`config.mk`:
```
export PLATFORM = sky130hd
export DESIGN_NAME = rc6_ram
export DESIGN_NICKNAME = d
export VERILOG_FILES = /design/src/rc6_ram.sv
export SDC_FILE = /design/constraint.sdc
export NUM_CORES = 1
export LEC_CHECK = 0
export BUFFER_PORTS_ARGS = -buffer_cell sky130_fd_sc_hd__buf_2
export CAP_MARGIN = 20
export CORE_MARGIN = 2
export CORE_UTILIZATION = 38
export DETAILED_ROUTE_END_ITERATION = 7
export PLACE_DENSITY_LB_ADDON = 0.25
export RECOVER_POWER = 25
export SLEW_MARGIN = 5
export SYNTH_ARGS = -nofsm -noshare
export SYNTH_HDL_FRONTEND = slang
export SYNTH_SLANG_ARGS = --single-unit
export TNS_END_PERCENT = 20
```
`constraint.sdc`:
```
create_clock -name clk -period 7.5 [get_ports clk]
set_input_delay 1.5 -clock clk [delete_from_list [all_inputs] [get_ports clk]]
set_output_delay 1.5 -clock clk [all_outputs]
set_load 0.02 [all_outputs]
```
`src/rc6_ram.sv`:
```
// generic single write, single read ram with registered read data
`default_nettype none

module rc6_ram #(
  parameter int WIDTH = 32,
  parameter int DEPTH = 44,
  localparam int AW   = (DEPTH > 1) ? $clog2(DEPTH) : 1
) (
  input  wire logic             clk,
  input  wire logic             we,
  input  wire logic [AW-1:0]    waddr,
  input  wire logic [WIDTH-1:0] wdata,
  input  wire logic [AW-1:0]    raddr,
  output logic      [WIDTH-1:0] rdata
);

  logic [WIDTH-1:0] mem [DEPTH];

  always_ff @(posedge clk) begin
    if (we) begin
      mem[waddr] <= wdata;
    end
    rdata <= mem[raddr];
  end

endmodule

`default_nettype wire

```
# Word level (Yosys, flattened, before mapping)
# Memories as Yosys holds them, arrays and structs flattened. A register that Yosys moved wholly into a read port is not among the register bits.
# Cells that the tools add are included.
# word_totals
inputBits	46
reg_bits	0
ramBits	1408
memories	1
# memory_table
memory	depth	width	rd	rd_ports_with_merged_regs	write_ports	line_no	source
mem	44	32	1	1	1	17	logic [WIDTH-1:0] mem [DEPTH];
# op_classes
muxes	2
# op_table
cell	n
1-bit two-way mux	2

# Depth between registers and ports, before layout
# Gate-level depths: netlist of the first run.
# logic_depth
word_depth	2
mapped_depth	8
mapped_depth_nobuf	5

# Worst setup path after synthesis of the first run
# OpenSTA, ideal clock, no wires.
# synth_timing
kind	input port to flip-flop
from	in waddr[1]
to	mem mem[21][0] (enable)
stages	2
required_time_ps	6998
setup_time_ps	502
setup_slack_ps	2205
n_path_buf	0
arrival_ps	4793
cell_sequence	nand2b_1 nor4_1
# synth_rtl
item	line_no	source
start, declared	11	input wire logic [AW-1:0] waddr,
end, declared	17	
# Straight into the memory's write port.

==> metrics.md, run 1 <==
| Metric | Value |
|---|---|
| Number of buffers inserted by port buffering | `77` |
| Flops & latches, synth | `between 1k and 1.5k` |
| Period minus WS final | `3810 ps` |
| Leftover overflow at the end of global routing | `0` |
| Critical path fanouts, max | `62` |
| Top cell type by total area after synthesis | `edfxtp_1` |
| Share of final-layout standard cells stronger than drive strength 1 | `25.0%` |
| Critical path endpoint category | `register` |
| Number of enable-type register cells in the synthesized netlist | `1408` |
| Die H | `383 um` |
| Die X-Extent | `383 um` |
| Number of clock sinks | `about 1.4k` |
| Total number of vias | `26.6k` |
| Run status | `finished, violations left` |
| Drt drc | `0` |
| Antenna violation net count after detailed routing | `0` |
| Timing-limited maximum frequency | `around 0.26 GHz` |
| Total Wirelength | `144000 um` |
| Delay of the slowest critical-path stage | `550 ps` |
| Synth Area per Inst | `21.8 um^2` |
| Final clock period utilization by the worst path | `50.7%` |
| Largest net degree at the start of global routing | `114` |
| Pwr/cell area | `272 nW/um^2` |
| CP dominant cell by count | `buf_4` |
| Final Max Tran Viols | `945` |
| Area of the core | `143000 um^2` |
| WL/cell | `approximately 31 um` |
| Cell-by-cell trace of the critical path | `buf_8 > buf_4 > nand2b_2 > buf_4 > o22ai_1 > a221oi_1 > o211ai_1 > o21ai_1` |
| Drt via density | `5.69` |
| Clock tree skew after final layout | `20.4 ps` |
| Detailed-router iteration count before antenna repair | `7` |
| Cell leakage power | `19.4 nW` |
| Data arrival at the endpoint of the critical path | `4490 ps` |
| Failing checks | `capacitance limit, slew limit` |
| CP required | `8180 ps` |
| Number of setup buffers added after CTS | `0` |
| Io pins | `roughly 80` |
| Type of the worst setup path | `in -> reg` |
| GPL Wtd Cong | `0.760` |
| Clock Tree Root | `clkbuf_16` |
| Library cells used by synthesis | `33` |
| Peak supply drop | `0.216 mV` |
| Combined area of all synthesized cells | `roughly 55000 um^2` |
| Number of maximum-capacitance constraint violations | `21` |
| Placed Cells incl. Taps | `4407` |
| Initial antenna violation count | `7` |
| HPWL after detailed placement | `75700 um` |
| CP Launch Type | `input port` |
| Clock slew seen by the registers of the worst setup and hold paths | `60 ps` |
| Number of hold buffers added after cts | `0` |
| Max clock buf depth | `3` |
| H-tree depth | `4` |
| Clock Latency Late Sink | `slightly below 800 ps` |
| Placed inst area | `roughly 58000 um^2` |
| Hold/Removal Path Class | `reg -> reg` |
| Clock tree from TritonCTS | `yes` |
| Layout overhead on the synthesized area | `14.3%` |
| Standard cell with the maximum stage delay on the critical path | `buf_4` |
| Starting Density | `38.1%` |
| Final setup margin | `3690 ps` |
| Number of rows in the core area | `between 100 and 150` |
| Top_reg_cell synth | `edfxtp_1` |
| Number of global-route vias before repair | `27.2k` |
| Worst hold-check slack | `approximately 830 ps` |
| Slew HR | `-27.3%` |
| Post-placement setup slack | `~2900 ps` |
| Final setup violating endpoints | `0` |
| Overall die area | `147000 um^2` |
| Final hold vios | `0` |
| Setup repair after global routing missed its margin | `no` |
| Total CTS buffers | `149` |
| Main area contributors after synthesis | `edfxtp_1 77%, mux4_2 12%, mux2i_1 2.3%` |
| Most common cell after layout, fill and taps aside | `edfxtp_1` |
| Number of nets in the final layout | `2701` |
| Overall track demand over capacity in global routing | `between 10% and 20%` |
| Initial detailed-routing violation count | `between 3k and 4k` |
| Post_cts resized | `0` |
| Share of async-settable or async-resettable flops after synthesis | `0%` |
| Final instance area | `62400 um^2` |
| Syn_nets | `2546` |
| Setup TNS Final | `0 ps` |
| Non-filler cells in the finished layout | `4682` |
| Post-synth top area share | `77.5%` |
| Most frequent cells in the layout | `1408 x edfxtp_1, 288 x mux4_2, 155 x clkbuf_16, 128 x mux2i_1, 74 x a21oi_1` |
| Syn Inst Count | `2500` |
| Sequential area share after synthesis | `78.7%` |
| First-pass GRT wire length | `just over 200000 um` |
| Number of warnings issued by yosys | `0` |
| Worst Tran Pin Value | `1910 ps` |
Yosys cell counts, types with 28 or more instances:
| library cell | instances |
|---|---|
| o22ai_1 | 32 |
| dfxtp_1 | 32 |
| a22oi_1 | 64 |
| mux2_1 | 39 |
| clkbuf_1 | 74 |
| buf_2 | 36 |
| nand2_1 | 62 |
| o21ai_0 | 28 |
| a221oi_1 | 32 |
| a21oi_1 | 74 |
| edfxtp_1 | 1408 |
| mux2i_1 | 128 |
| nor2_1 | 54 |
| mux4_2 | 288 |
metal layers:
layer | share of wire [%] | vias up | GRT usage (%)
met2 | 46 | 1126 | 30.4
met1 | 43 | 14400 | 28.5
met4 | 2.2 | 2 | 5.38
met5 | 0.011 | - | 0
met3 | 8.6 | 225 | 4.38
li1 | - | 10900 | -
per-stage QoR:
stage	power, mW	utilization (%)
finish	17.0	43.6
global placement	9.91	40.3
global route	17.5	43.6
CTS	17.1	43.6
floorplan	9.55	-
detailed placement	9.93	40.3
sequential cells by signal (all words and copies together) (netlist names):
| name | count |
|---|---|
| mem | 1408 |
| rdata | 32 |
report_power, final:
part	internal, mW	switching [mW]
registers	8.91	0.0547
clock network	4.21	3.02
logic	0.273	0.519
layout make-up:
| class | count | area, um^2 |
|---|---|---|
| sequential | 1440 | 42900 |
| multi-input combinational | 915 | 11300 |
| antenna | 2 | 5.00 |
| fill | 12200 | 80700 |
| clock buffer | 204 | 4130 |
| tap | 1903 | 2380 |
| clock inverter | 69 | 642 |
| inverter | 1 | 3.75 |
| timing repair buffer | 148 | 992 |
critical path, delay by kind of cell:
kind / cells / cell delay (ps)
buffers and inverters: 3 / 1460
AO/OA/AOI/OAI: 4 / 900
AND/OR/NAND/NOR: 1 / 420
cells by family (layout without fill, tap and decap cells):
kind of cell	Yosys count	after routing	synth area share [%]
DFF	1440	1440	78.7
muxes	480	480	15.6
buffers and inverters	145	422	1.27
other	0	2	0
and+or+nand+nor	147	147	1.14
AOI/OAI and AO/OA	288	288	3.38
worst paths after layout:
path | end | depth (start not counted) | startpoint | slack [ps]
max reg2reg | rdata[10] | 5 | mem[38][10] | 5580
min | rdata[17] | 5 | mem[42][17] | 830
min reg2reg | rdata[17] | 5 | mem[42][17] | 830
max | rdata[13] | 8 | raddr[1] | 3690
No activity file was read; power rests on OpenSTA's default activity.
==> run 2: changes to the inputs <==
clock period = 3.29 ns   (was 7.5 ns; I/O delays follow)
==> run 2 against run 1 <==
Largest cell class unchanged. The flow still finishes with violations (capacitance limit, slew limit). Clock-buffer cell count grew 16. Register-to-register slack lost 4500 ps. Global-route usage shrank 0.17 points. Highest routed layer is now met4. Clock power grew 120%. Hold slack lost 380 ps. Routed wire length shrank 0.19%.
==> metrics.md, run 2 (same netlist as run 1, synthesis figures left out) <==
| Metric | Value |
|---|---|
| Run status | `finished, violations left` |
| Failing checks | `capacitance limit, slew limit` |
| Number of buffers and inverters on the critical path | `3` |
| R2R Path Start | `mem[34][27]` |
| Cell leakage power | `around 20 nW` |
| Die X-Extent | `383 um` |
| Clock Latency Late Sink | `770 ps` |
| Timing-limited maximum frequency | `roughly 0.42 GHz` |
| Final setup violating endpoints | `0` |
| Most common cell after layout, fill and taps aside | `edfxtp_1` |
| Total Wirelength | `144000 um` |
| Wire length the detailed router placed on met1 | `62700 um` |
| Layout overhead on the synthesized area | `16.2%` |
| Final core utilization | `44.3%` |
| CP dominant cell by count | `a21oi_1` |
| Leftover overflow at the end of global routing | `0` |
| Final hold vios | `0` |
| Slew HR | `-29.0%` |
| Routed wl met2 | `68700 um` |
| Max clock buf depth | `3` |
| Pwr/cell area | `607 nW/um^2` |
| Clock Tree Root | `clkbuf_16` |
| Number of global-route vias before repair | `27.3k` |
| CP Depth | `8` |
| Power after layout | `about 38 mW` |
| Initial antenna violation count | `3` |
| Overall track demand over capacity in global routing | `19.6%` |
| Switching share of total power | `21.0%` |
| Area of the core | `around 140000 um^2` |
| Detailed-router iteration count before antenna repair | `6` |
| Final setup margin | `roughly 930 ps` |
| Delay of the slowest critical-path stage | `380 ps` |
| Share of final-layout standard cells stronger than drive strength 1 | `between 20% and 30%` |
| End of the worst register-to-register path | `rdata[27]` |
| Period minus WS final | `2360 ps` |
| Total number of vias | `roughly 27k` |
| Peak supply drop | `0.351 mV` |
| Clock tree skew after final layout | `20.9 ps` |
| GPL Wtd Cong | `0.773` |
| Data arrival at the endpoint of the critical path | `~2900 ps` |
| Antenna violation net count after detailed routing | `0` |
| Final Max Tran Viols | `855` |
| Capture endpoint of the worst hold path | `rdata[31]` |
| Clock slew seen by the registers of the worst setup and hold paths | `60 ps` |
| Largest net degree at the start of global routing | `69` |
| Final clock period utilization by the worst path | `71.6%` |
| Post-placement setup slack | `around 190 ps` |
| CP required | `about 3800 ps` |
| Starting Density | `38.1%` |
| Io pins | `78` |
| Flip-flop count of the largest register, all copies and words added | `1408` |
| Cell-by-cell trace of the critical path | `buf_8 > buf_12 > buf_4 > mux4_2 > a22oi_1 > a21oi_1 > a21oi_1 > o21ai_1` |
| Post_cts resized | `0` |
| Most frequent cells in the layout | `1408 x edfxtp_1, 288 x mux4_2, 155 x clkbuf_16, 128 x mux2i_1, 88 x buf_4` |
| Number of hold buffers added after cts | `0` |
| HPWL after detailed placement | `80100 um` |
| Setup slack of the worst register-to-register path | `1100 ps` |
| Clock share of power | `41.9%` |
| First-pass GRT wire length | `203000 um` |
| Placed Cells incl. Taps | `roughly 4.5k` |
| Number of maximum-capacitance constraint violations | `19` |
| Setup repair after global routing missed its margin | `no` |
| Drt via density | `5.63` |
| Critical path fanouts, max | `32` |
| Drt drc | `0` |
| Number of rows in the core area | `between 100 and 150` |
| CP Launch Type | `input port` |
| Largest registers | `mem x1408, rdata x32` |
| Overall die area | `147000 um^2` |
| Hold/Removal Path Class | `in -> reg` |
| Standard cell with the maximum stage delay on the critical path | `a21oi_1` |
| Type of the worst setup path | `in -> reg` |
| Critical path endpoint category | `register` |
| WL/cell | `between 30 and 40 um` |
| Total CTS buffers | `around 150` |
| Worst hold path cell count | `2` |
| Worst Tran Pin Value | `slightly below 2000 ps` |
| Clock tree from TritonCTS | `yes` |
| Number of clock sinks | `1440` |
| Power share of the sequential group | `a little over half` |
| H-tree depth | `4` |
| Worst Reg-to-Reg Cells | `5` |
| Register with the highest flop count | `mem` |
| Switching power | `8.07 mW` |
| Initial detailed-routing violation count | `2647` |
| Total length of routed met3 wires | `9200 um` |
| Number of nets in the final layout | `roughly 2.8k` |
| Internal | `30.4 mW` |
| Die H | `about 380 um` |
| Number of buffers inserted by port buffering | `77` |
| Fill cell count | `12.0k` |
| Combinational share of power | `5.0%` |
| Number of setup buffers added after CTS | `0` |
| Uppermost routed layer | `met4` |
| Critical hold path startpoint | `raddr[5]` |
| Non-filler cells in the finished layout | `approximately 4.7k` |
| Cell family with the largest share of critical-path delay | `compound AO/OA/AOI/OAI gates` |
## run 2: cell count changes in the layout (fill, tap and decap cells not counted), sizes merged
cell and change:
clkinv -13, bufinv -3, buf +71, clkbuf +14, inv -5
## run 2: power by group through the flow
stage          clock network [mW]  registers (mW)  logic (mW)
6_report                     16.1            20.4        1.92
5_1_grt                      17.1            20.4        2.06
4_1_cts                      16.4            20.4        1.95
3_5_place_dp                    0            20.8        1.94
3_3_place_gp                    0            20.8        1.90
2_1_floorplan                   0            20.8       0.986
## run 2: worst max-delay path by stage
stage                       endpoint      from
after global routing       rdata[14]  raddr[0]
after detailed placement   rdata[14]  raddr[0]
final                      rdata[29]  raddr[1]
after global placement     rdata[14]  raddr[0]
after floorplan           mem[28][0]  waddr[5]
after CTS                   rdata[5]  rdata[5]
## run 2: layer usage
metal | GRT usage (%) | vias up
met3 | 3.47 | 207
met2 | 31.3 | 961
met1 | 27.7 | 14500
met4 | 5.58 | 0
met5 | 0 | -
li1 | - | 11000
## run 2: worst reg2reg max path, stage by stage (launching register included)
cell	delay [ps]
edfxtp_1	360
mux4_2	470
mux2i_1	140
o21ai_0	170
a21oi_1	530
o21ai_1	320
## run 2: cell type report
type	count	area [um^2]	share of cell area (%)
flip-flops and latches	1440	42900	67.7
multi-input cells	915	11300	17.9
clock buffers	220	4210	6.65
well taps	1903	2380	3.76
repair buffers	217	2120	3.35
clock inverters	48	422	0.665
diodes	2	5.00	0.00790
inverters	1	3.75	0.00592
## run 2: per-stage QoR
step                area [um^2]  TNS (ps)  hold slack, ps
floorplan                 54600    -45220             743
global placement          58700         0             806
detailed placement        58700         0             802
CTS                       63400         0             426
global route              63400         0             478
finish                    63400         0             446
